===== config.mk =====
export PLATFORM = sky130hd
export DESIGN_NAME = api_rx_frame_parser_core_flat
export DESIGN_NICKNAME = d
export VERILOG_FILES = /design/src/sv/arfp_pkg.sv /design/src/sv/arfp_rx_if.sv /design/src/sv/arfp_res_if.sv /design/src/sv/arfp_cfg_regs.sv /design/src/sv/arfp_parser.sv /design/src/sv/arfp_out_reg.sv /design/src/sv/api_rx_frame_parser_core.sv /design/src/flat_wrapper.sv
export SDC_FILE = /design/constraint.sdc
export NUM_CORES = 1
export LEC_CHECK = 0
export CAP_MARGIN = 10
export CORE_ASPECT_RATIO = 0.8
export CORE_UTILIZATION = 51
export DETAILED_ROUTE_END_ITERATION = 16
export DONT_BUFFER_PORTS = 1
export PLACE_DENSITY = 0.7
export SYNTH_ARGS = -nofsm -noshare
export SYNTH_HDL_FRONTEND = slang
export SYNTH_SLANG_ARGS = --single-unit

===== constraint.sdc =====
create_clock -name clk -period 6.71 [get_ports clk]
set_input_delay 1.342 -clock clk [delete_from_list [all_inputs] [get_ports clk]]
set_output_delay 1.342 -clock clk [all_outputs]
set_load 0.005 [all_outputs]

===== src/sv/arfp_pkg.sv =====
// Package for the API frame receive parser.
// Holds the frame layout constants, register indexes and shared struct types.
// No dependencies.
package arfp_pkg;

  localparam logic [7:0] Delim      = 8'h7E;
  localparam logic [7:0] ChkBase    = 8'hFF;
  localparam logic [7:0] GainReset  = 8'd10;
  localparam logic [7:0] CeilReset  = 8'd250;

  // byte position codes: hunting, then index of the next body byte
  localparam logic [4:0] PosHunt    = 5'd0;
  localparam logic [4:0] PosFirst   = 5'd1;
  localparam logic [4:0] PosType    = 5'd3;
  localparam logic [4:0] PosPayload = 5'd15;
  localparam logic [4:0] PosCheck   = 5'd16;

  // register indexes (paddr[2])
  localparam logic RegGain    = 1'b0;
  localparam logic RegCeiling = 1'b1;

  localparam logic StatusGood = 1'b0;
  localparam logic StatusBad  = 1'b1;

  typedef struct packed {
    logic [7:0] gain;
    logic [7:0] ceiling;
  } cfg_t;

  typedef struct packed {
    logic       load;
    logic       status;
    logic [7:0] level;
  } res_t;

endpackage


===== src/sv/arfp_rx_if.sv =====
// Input channel interface: one received serial byte per item.
// Valid/ready handshake; no dependencies.
interface arfp_rx_if;
  logic       valid;
  logic       ready;
  logic [7:0] rx_byte;

  modport source (output valid, output rx_byte, input ready);
  modport sink   (input valid, input rx_byte, output ready);
endinterface


===== src/sv/arfp_res_if.sv =====
// Result channel interface: frame status and scaled level per item.
// Valid/ready handshake; no dependencies.
interface arfp_res_if;
  logic       valid;
  logic       ready;
  logic       status;
  logic [7:0] level;

  modport source (output valid, output status, output level, input ready);
  modport sink   (input valid, input status, input level, output ready);
endinterface


===== src/sv/arfp_cfg_regs.sv =====
// APB-style configuration registers: gain and ceiling.
// Depends on arfp_pkg.
module arfp_cfg_regs import arfp_pkg::*; (
  input  logic        clk,
  input  logic        rst,
  input  logic        psel,
  input  logic        penable,
  input  logic        pwrite,
  input  logic [2:0]  paddr,
  input  logic [31:0] pwdata,
  output logic [31:0] prdata,
  output logic        pready,
  output cfg_t        cfg
);

  logic wr_en;

  assign pready = 1'b1;
  assign wr_en  = psel && penable && pwrite && pready;

  always_ff @(posedge clk) begin
    if (rst) begin
      cfg.gain    <= GainReset;
      cfg.ceiling <= CeilReset;
    end else if (wr_en) begin
      if (paddr[2] == RegGain) begin
        cfg.gain <= pwdata[7:0];
      end else begin
        cfg.ceiling <= pwdata[7:0];
      end
    end
  end

  always_comb begin
    if (paddr[2] == RegCeiling) begin
      prdata = {24'd0, cfg.ceiling};
    end else begin
      prdata = {24'd0, cfg.gain};
    end
  end

endmodule


===== src/sv/arfp_parser.sv =====
// Frame parser: delimiter hunt, body position count, running checksum,
// payload latch and the result computation on the checksum byte.
// Depends on arfp_pkg.
module arfp_parser import arfp_pkg::*; (
  input  logic       clk,
  input  logic       rst,
  input  logic       accept,
  input  logic [7:0] rx_byte,
  input  cfg_t       cfg,
  output logic       at_check,
  output res_t       res
);

  logic [4:0]  pos, pos_next;
  logic [7:0]  acc, acc_next;
  logic [7:0]  payload, payload_next;
  logic [15:0] prod;
  logic [7:0]  expect_sum;
  logic        hunting;

  assign hunting    = (pos == PosHunt) || (pos > PosCheck);
  assign at_check   = (pos == PosCheck);
  assign prod       = {8'd0, payload} * {8'd0, cfg.gain};
  assign expect_sum = ChkBase - acc;

  always_comb begin
    pos_next     = pos;
    acc_next     = acc;
    payload_next = payload;
    res.load     = 1'b0;
    res.status   = StatusGood;
    res.level    = 8'd0;
    if (accept) begin
      if (hunting) begin
        if (rx_byte == Delim) begin
          pos_next = PosFirst;
          acc_next = 8'd0;
        end else begin
          pos_next = PosHunt;
        end
      end else if (at_check) begin
        pos_next = PosHunt;
        res.load = 1'b1;
        if (rx_byte != expect_sum) begin
          res.status = StatusBad;
        end else if (prod > {8'd0, cfg.ceiling}) begin
          res.level = cfg.ceiling;
        end else begin
          res.level = prod[7:0];
        end
      end else begin
        // length bytes are skipped, the rest of the body is summed
        if (pos >= PosType && pos <= PosPayload) begin
          acc_next = acc + rx_byte;
        end
        if (pos == PosPayload) begin
          payload_next = rx_byte;
        end
        pos_next = pos + 5'd1;
      end
    end
  end

  always_ff @(posedge clk) begin
    if (rst) begin
      pos     <= PosHunt;
      acc     <= 8'd0;
      payload <= 8'd0;
    end else begin
      pos     <= pos_next;
      acc     <= acc_next;
      payload <= payload_next;
    end
  end

endmodule


===== src/sv/arfp_out_reg.sv =====
// Result register: holds one finished item until the sink takes it.
// Depends on arfp_pkg.
module arfp_out_reg import arfp_pkg::*; (
  input  logic       clk,
  input  logic       rst,
  input  res_t       res,
  input  logic       ready,
  output logic       valid,
  output logic       status,
  output logic [7:0] level,
  output logic       busy
);

  assign busy = valid && !ready;

  always_ff @(posedge clk) begin
    if (rst) begin
      valid <= 1'b0;
    end else if (res.load) begin
      valid <= 1'b1;
    end else if (ready) begin
      valid <= 1'b0;
    end
  end

  always_ff @(posedge clk) begin
    if (res.load) begin
      status <= res.status;
      level  <= res.level;
    end
  end

endmodule


===== src/sv/api_rx_frame_parser_core.sv =====
// API frame receive parser, top level.
// Throughput: one byte per cycle while the input is not stalled; the byte counter and checksum are registered.
// The result is valid in the cycle after the checksum byte is accepted.
// Input stalls only when the checksum byte waits and the result register is still held.
// Reset (rst, synchronous, active high): parser hunts for the delimiter, result
// register empty, gain = 10 and ceiling = 250.
module api_rx_frame_parser_core import arfp_pkg::*; (
  input  logic        clk,
  input  logic        rst,
  arfp_rx_if.sink     rx,
  arfp_res_if.source  result,
  input  logic        psel,
  input  logic        penable,
  input  logic        pwrite,
  input  logic [2:0]  paddr,
  input  logic [31:0] pwdata,
  output logic [31:0] prdata,
  output logic        pready
);

  cfg_t cfg;
  res_t res;
  logic at_check;
  logic busy;
  logic accept;

  assign rx.ready = !(at_check && busy);
  assign accept   = rx.valid && rx.ready;

  arfp_cfg_regs u_cfg (
    .clk     (clk),
    .rst     (rst),
    .psel    (psel),
    .penable (penable),
    .pwrite  (pwrite),
    .paddr   (paddr),
    .pwdata  (pwdata),
    .prdata  (prdata),
    .pready  (pready),
    .cfg     (cfg)
  );

  arfp_parser u_parser (
    .clk      (clk),
    .rst      (rst),
    .accept   (accept),
    .rx_byte  (rx.rx_byte),
    .cfg      (cfg),
    .at_check (at_check),
    .res      (res)
  );

  arfp_out_reg u_out (
    .clk    (clk),
    .rst    (rst),
    .res    (res),
    .ready  (result.ready),
    .valid  (result.valid),
    .status (result.status),
    .level  (result.level),
    .busy   (busy)
  );

  // a new result never lands on one the sink has not taken
  a_no_overwrite: assert property (@(posedge clk) disable iff (rst)
    res.load |-> !busy)
    else $error("result register overwritten while held");

  // results come only from an accepted checksum byte
  a_load_on_check: assert property (@(posedge clk) disable iff (rst)
    res.load |-> (accept && at_check))
    else $error("result produced outside the checksum byte");

  a_valid_after_load: assert property (@(posedge clk) disable iff (rst)
    res.load |=> result.valid)
    else $error("loaded result not presented");

  // checksum byte always returns the parser to hunting
  a_back_to_hunt: assert property (@(posedge clk) disable iff (rst)
    (accept && at_check) |=> !at_check)
    else $error("parser stayed on checksum position");

endmodule


===== src/flat_wrapper.sv =====
// flat-port wrapper written by rule: the top's interface ports become plain ports
module api_rx_frame_parser_core_flat import arfp_pkg::*;
  (clk, rst, psel, penable, pwrite, paddr, pwdata, prdata, pready, rx_valid, rx_rx_byte, rx_ready, result_valid, result_status, result_level, result_ready);
  arfp_rx_if rx_i ();
  arfp_res_if result_i ();
  input  logic clk;
  input  logic rst;
  input  logic psel;
  input  logic penable;
  input  logic pwrite;
  input  logic [2:0] paddr;
  input  logic [31:0] pwdata;
  output logic [31:0] prdata;
  output logic pready;
  input wire logic [$bits(rx_i.valid)-1:0] rx_valid;
  input wire logic [$bits(rx_i.rx_byte)-1:0] rx_rx_byte;
  output wire logic [$bits(rx_i.ready)-1:0] rx_ready;
  output wire logic [$bits(result_i.valid)-1:0] result_valid;
  output wire logic [$bits(result_i.status)-1:0] result_status;
  output wire logic [$bits(result_i.level)-1:0] result_level;
  input wire logic [$bits(result_i.ready)-1:0] result_ready;
  assign rx_i.valid = rx_valid;
  assign rx_i.rx_byte = rx_rx_byte;
  assign rx_ready = rx_i.ready;
  assign result_valid = result_i.valid;
  assign result_status = result_i.status;
  assign result_level = result_i.level;
  assign result_i.ready = result_ready;
  api_rx_frame_parser_core u_core (.clk(clk), .rst(rst), .rx(rx_i), .result(result_i), .psel(psel), .penable(penable), .pwrite(pwrite), .paddr(paddr), .pwdata(pwdata), .prdata(prdata), .pready(pready));
endmodule

==> flow_summary.toml <==
[status]
status = "finished with violations"
violations = "DRC"

[power_and_ir_drop]
p_per_area_nw_per_um2 = 125
p_leak_uw = 0.00249
irDropWorstVdd_mv = 0.117

[cts]
ctsHtreeMaxLevel = 2
cts_tree = "yes"
cts-hold-fix-buffers = 0
cts_max_path_buffers = 2
clk_latency_ns = 0.29
cts_made_buffers = 5
cts_setup_buffers = 0
path_clk_slew_ns = 0.06
ctsResizeCount = 0
cts_root_buffer = "clkbuf_16"
clock_sinks = 47

[sta]
clock_skew_ns = 0.00488
slew_violations = 0
final_hold_viol_count = 0
period_share_pct = 86.6
rsz0062_at_grt = "false"
setup_viol = 0
max_slew_margin_pct = 43.3
max_freq_ghz = 0.172
finalWorstSetupSlack_ns = 0.902
fin_tns_setup_ns = 0
worst_slew_pin_slew_ns = 0.847
finalCriticalPeriod_ns = 5.81

[layout]
final_cell_mix = "inv_1, ha_1, nor2_1"
nets = 702
utilization_pct = 55.6
final_common_cell = "inv_1"
area_delta_synth_final_pct = 3.43
antenna_cells = 0
drive_gt1_share_pct = 4.65

[setup_path]
cp.required_ns = 6.72
crit_arrival_ns = 5.81
setup.worst_path.start = "u_core.u_parser.payload[0]"
crit_path_start_kind = "flop"
timing.rr.start = "u_core.u_parser.payload[0]"
end_kind = "flop"
crit_type = "reg2reg"
crit_fanout = 10

[route]
ant_nets = 0
drc = 2
drt_pass1_iterations = 11
vias_per_cell = 5.60
vias = 3773
wl_per_cell_um = 15.0
totalWireLength_um = 10100
first_iter_violations = 215

[global_route]
grt_max_degree = 40
grt-ovfl-total = 0
grt_pass1_vias = 3682
grt_use_total_pct = 21.4
grt_pass1_wl_um = 17600
antenna_found_initial = 0

[die]
rows = 31
io_pins = 94
die-width_um = 112
start_util_pct = 53.8
core_area_sq_um = 9230
die-area_sq_um = 10100
die_h_um = 90.2

[synthesis]
ys_ff_latch = 47
ys_async_sr_fraction_pct = 0
synthFlopType = "dfxtp_1"
synth_edf_count = 9
syn_inst = 570
synth.distinct_cells = 55
avgSynthCellArea_sq_um = 8.71
synthTopCellsByArea = "dfxtp_1, fa_1, ha_1"
synth_top_area_share_pct = 15.3
synth_seq_area_share_pct = 20.8
yosysWarnings = 0
yosysTopAreaCell = "dfxtp_1"
netlist_area_sq_um = 4960

[placed_design]
dp_slack_ns = 0.880
io_buffer_count = 0
globalplace.congestion = 0.882
dpl.hpwl_um = 7820

[hold_path]
hp-start = "u_core.u_parser.acc[5]"
min_path_type = "reg2reg"

[flow_run]
cap_violations = 0
[sequential cells by signal, summed over array words and instances (netlist names)]
name,cells
u_core.u_parser.payload,8
u_core.u_out.valid,1
u_core.u_parser.acc,8
u_core.u_out.level,8
u_core.u_out.status,1
u_core.u_cfg.cfg,16
u_core.u_parser.pos,5
[power breakdown]
| group | switching, uW | internal, uW |
|---|---|---|
| Sequential | 5.91 | 290 |
| Clock | 109 | 198 |
| Combinational | 22.3 | 14.9 |
| Total | 137 | 503 |
[routing by layer]
| layer | share of wire, % | wire length (um) | track usage (%) | up-vias |
|---|---|---|---|---|
| met3 | 6.2 | 624 | 4.25 | 17 |
| met1 | 47 | 4750 | 29.7 | 1816 |
| met5 | 0 | 0 | 0 | - |
| met2 | 45 | 4530 | 33.5 | 110 |
| li1 | - | - | - | 1830 |
| met4 | 2.0 | 206 | 6.22 | 0 |
[final timing paths]
path	to	slack [ns]	cells after the start
setup reg to reg	u_core.u_out.level[7]	0.90	17
setup / recovery	u_core.u_out.level[7]	0.90	17
hold reg to reg	u_core.u_parser.acc[5]	0.45	2
hold / removal	u_core.u_parser.acc[5]	0.45	2
[worst max-delay path: stages, from the launching register on]
cell and delay [ns]:
dfxtp_1 0.55, nand2_1 0.13, fa_1 0.54, fa_1 0.54, inv_1 0.06, fa_1 0.52, inv_1 0.05, fa_1 0.53
inv_1 0.04, ha_1 0.32, xnor2_1 0.31, ha_1 0.33, a21oi_1 0.18, a21oi_1 0.09, nor3_1 0.27, nand4b_1 0.19
nor4_4 0.68, mux2i_1 0.19
[synthesized netlist by cell type (all sizes together), types with 8 or more instances]
cell type,n
nand2,48
nor2,50
clkbuf,15
and2,48
fa,37
dfxtp,38
a211oi,9
a21oi,32
buf,28
o21ai,8
mux2,8
inv,67
ha,57
edfxtp,9
nand3,8
mux2i,23
nor3,10
a211o,8
[per-stage QoR]
stage	instances	hold WS [ns]	total power [uW]	instance area (sq um)
after CTS	674	0.452	643	5130
after global placement	666	0.438	337	4940
after floorplan	593	0.436	344	5050
after global routing	674	0.504	659	5130
final	674	0.452	640	5130
after detailed placement	666	0.443	338	4940
[area by class of cell]
class	instances	area, sq um
Clock buffer	6	150
Clock inverter	2	37.5
Fill cell	819	4100
Inverter	67	251
Multi-Input combinational cell	436	3510
Sequential cell	47	1030
Tap cell	115	144
Timing Repair Buffer	1	7.51
[cell families after synthesis]
| logic type | synth area share (%) |
|---|---|
| other cells | 0.151 |
| mux | 6.45 |
| buf+inv | 10.2 |
| flops | 20.8 |
| compound gates | 10.7 |
| xor+xnor | 2.12 |
| fa+ha+maj | 29.3 |
| simple gates | 20.3 |
(Power assumes the default switching activity.)
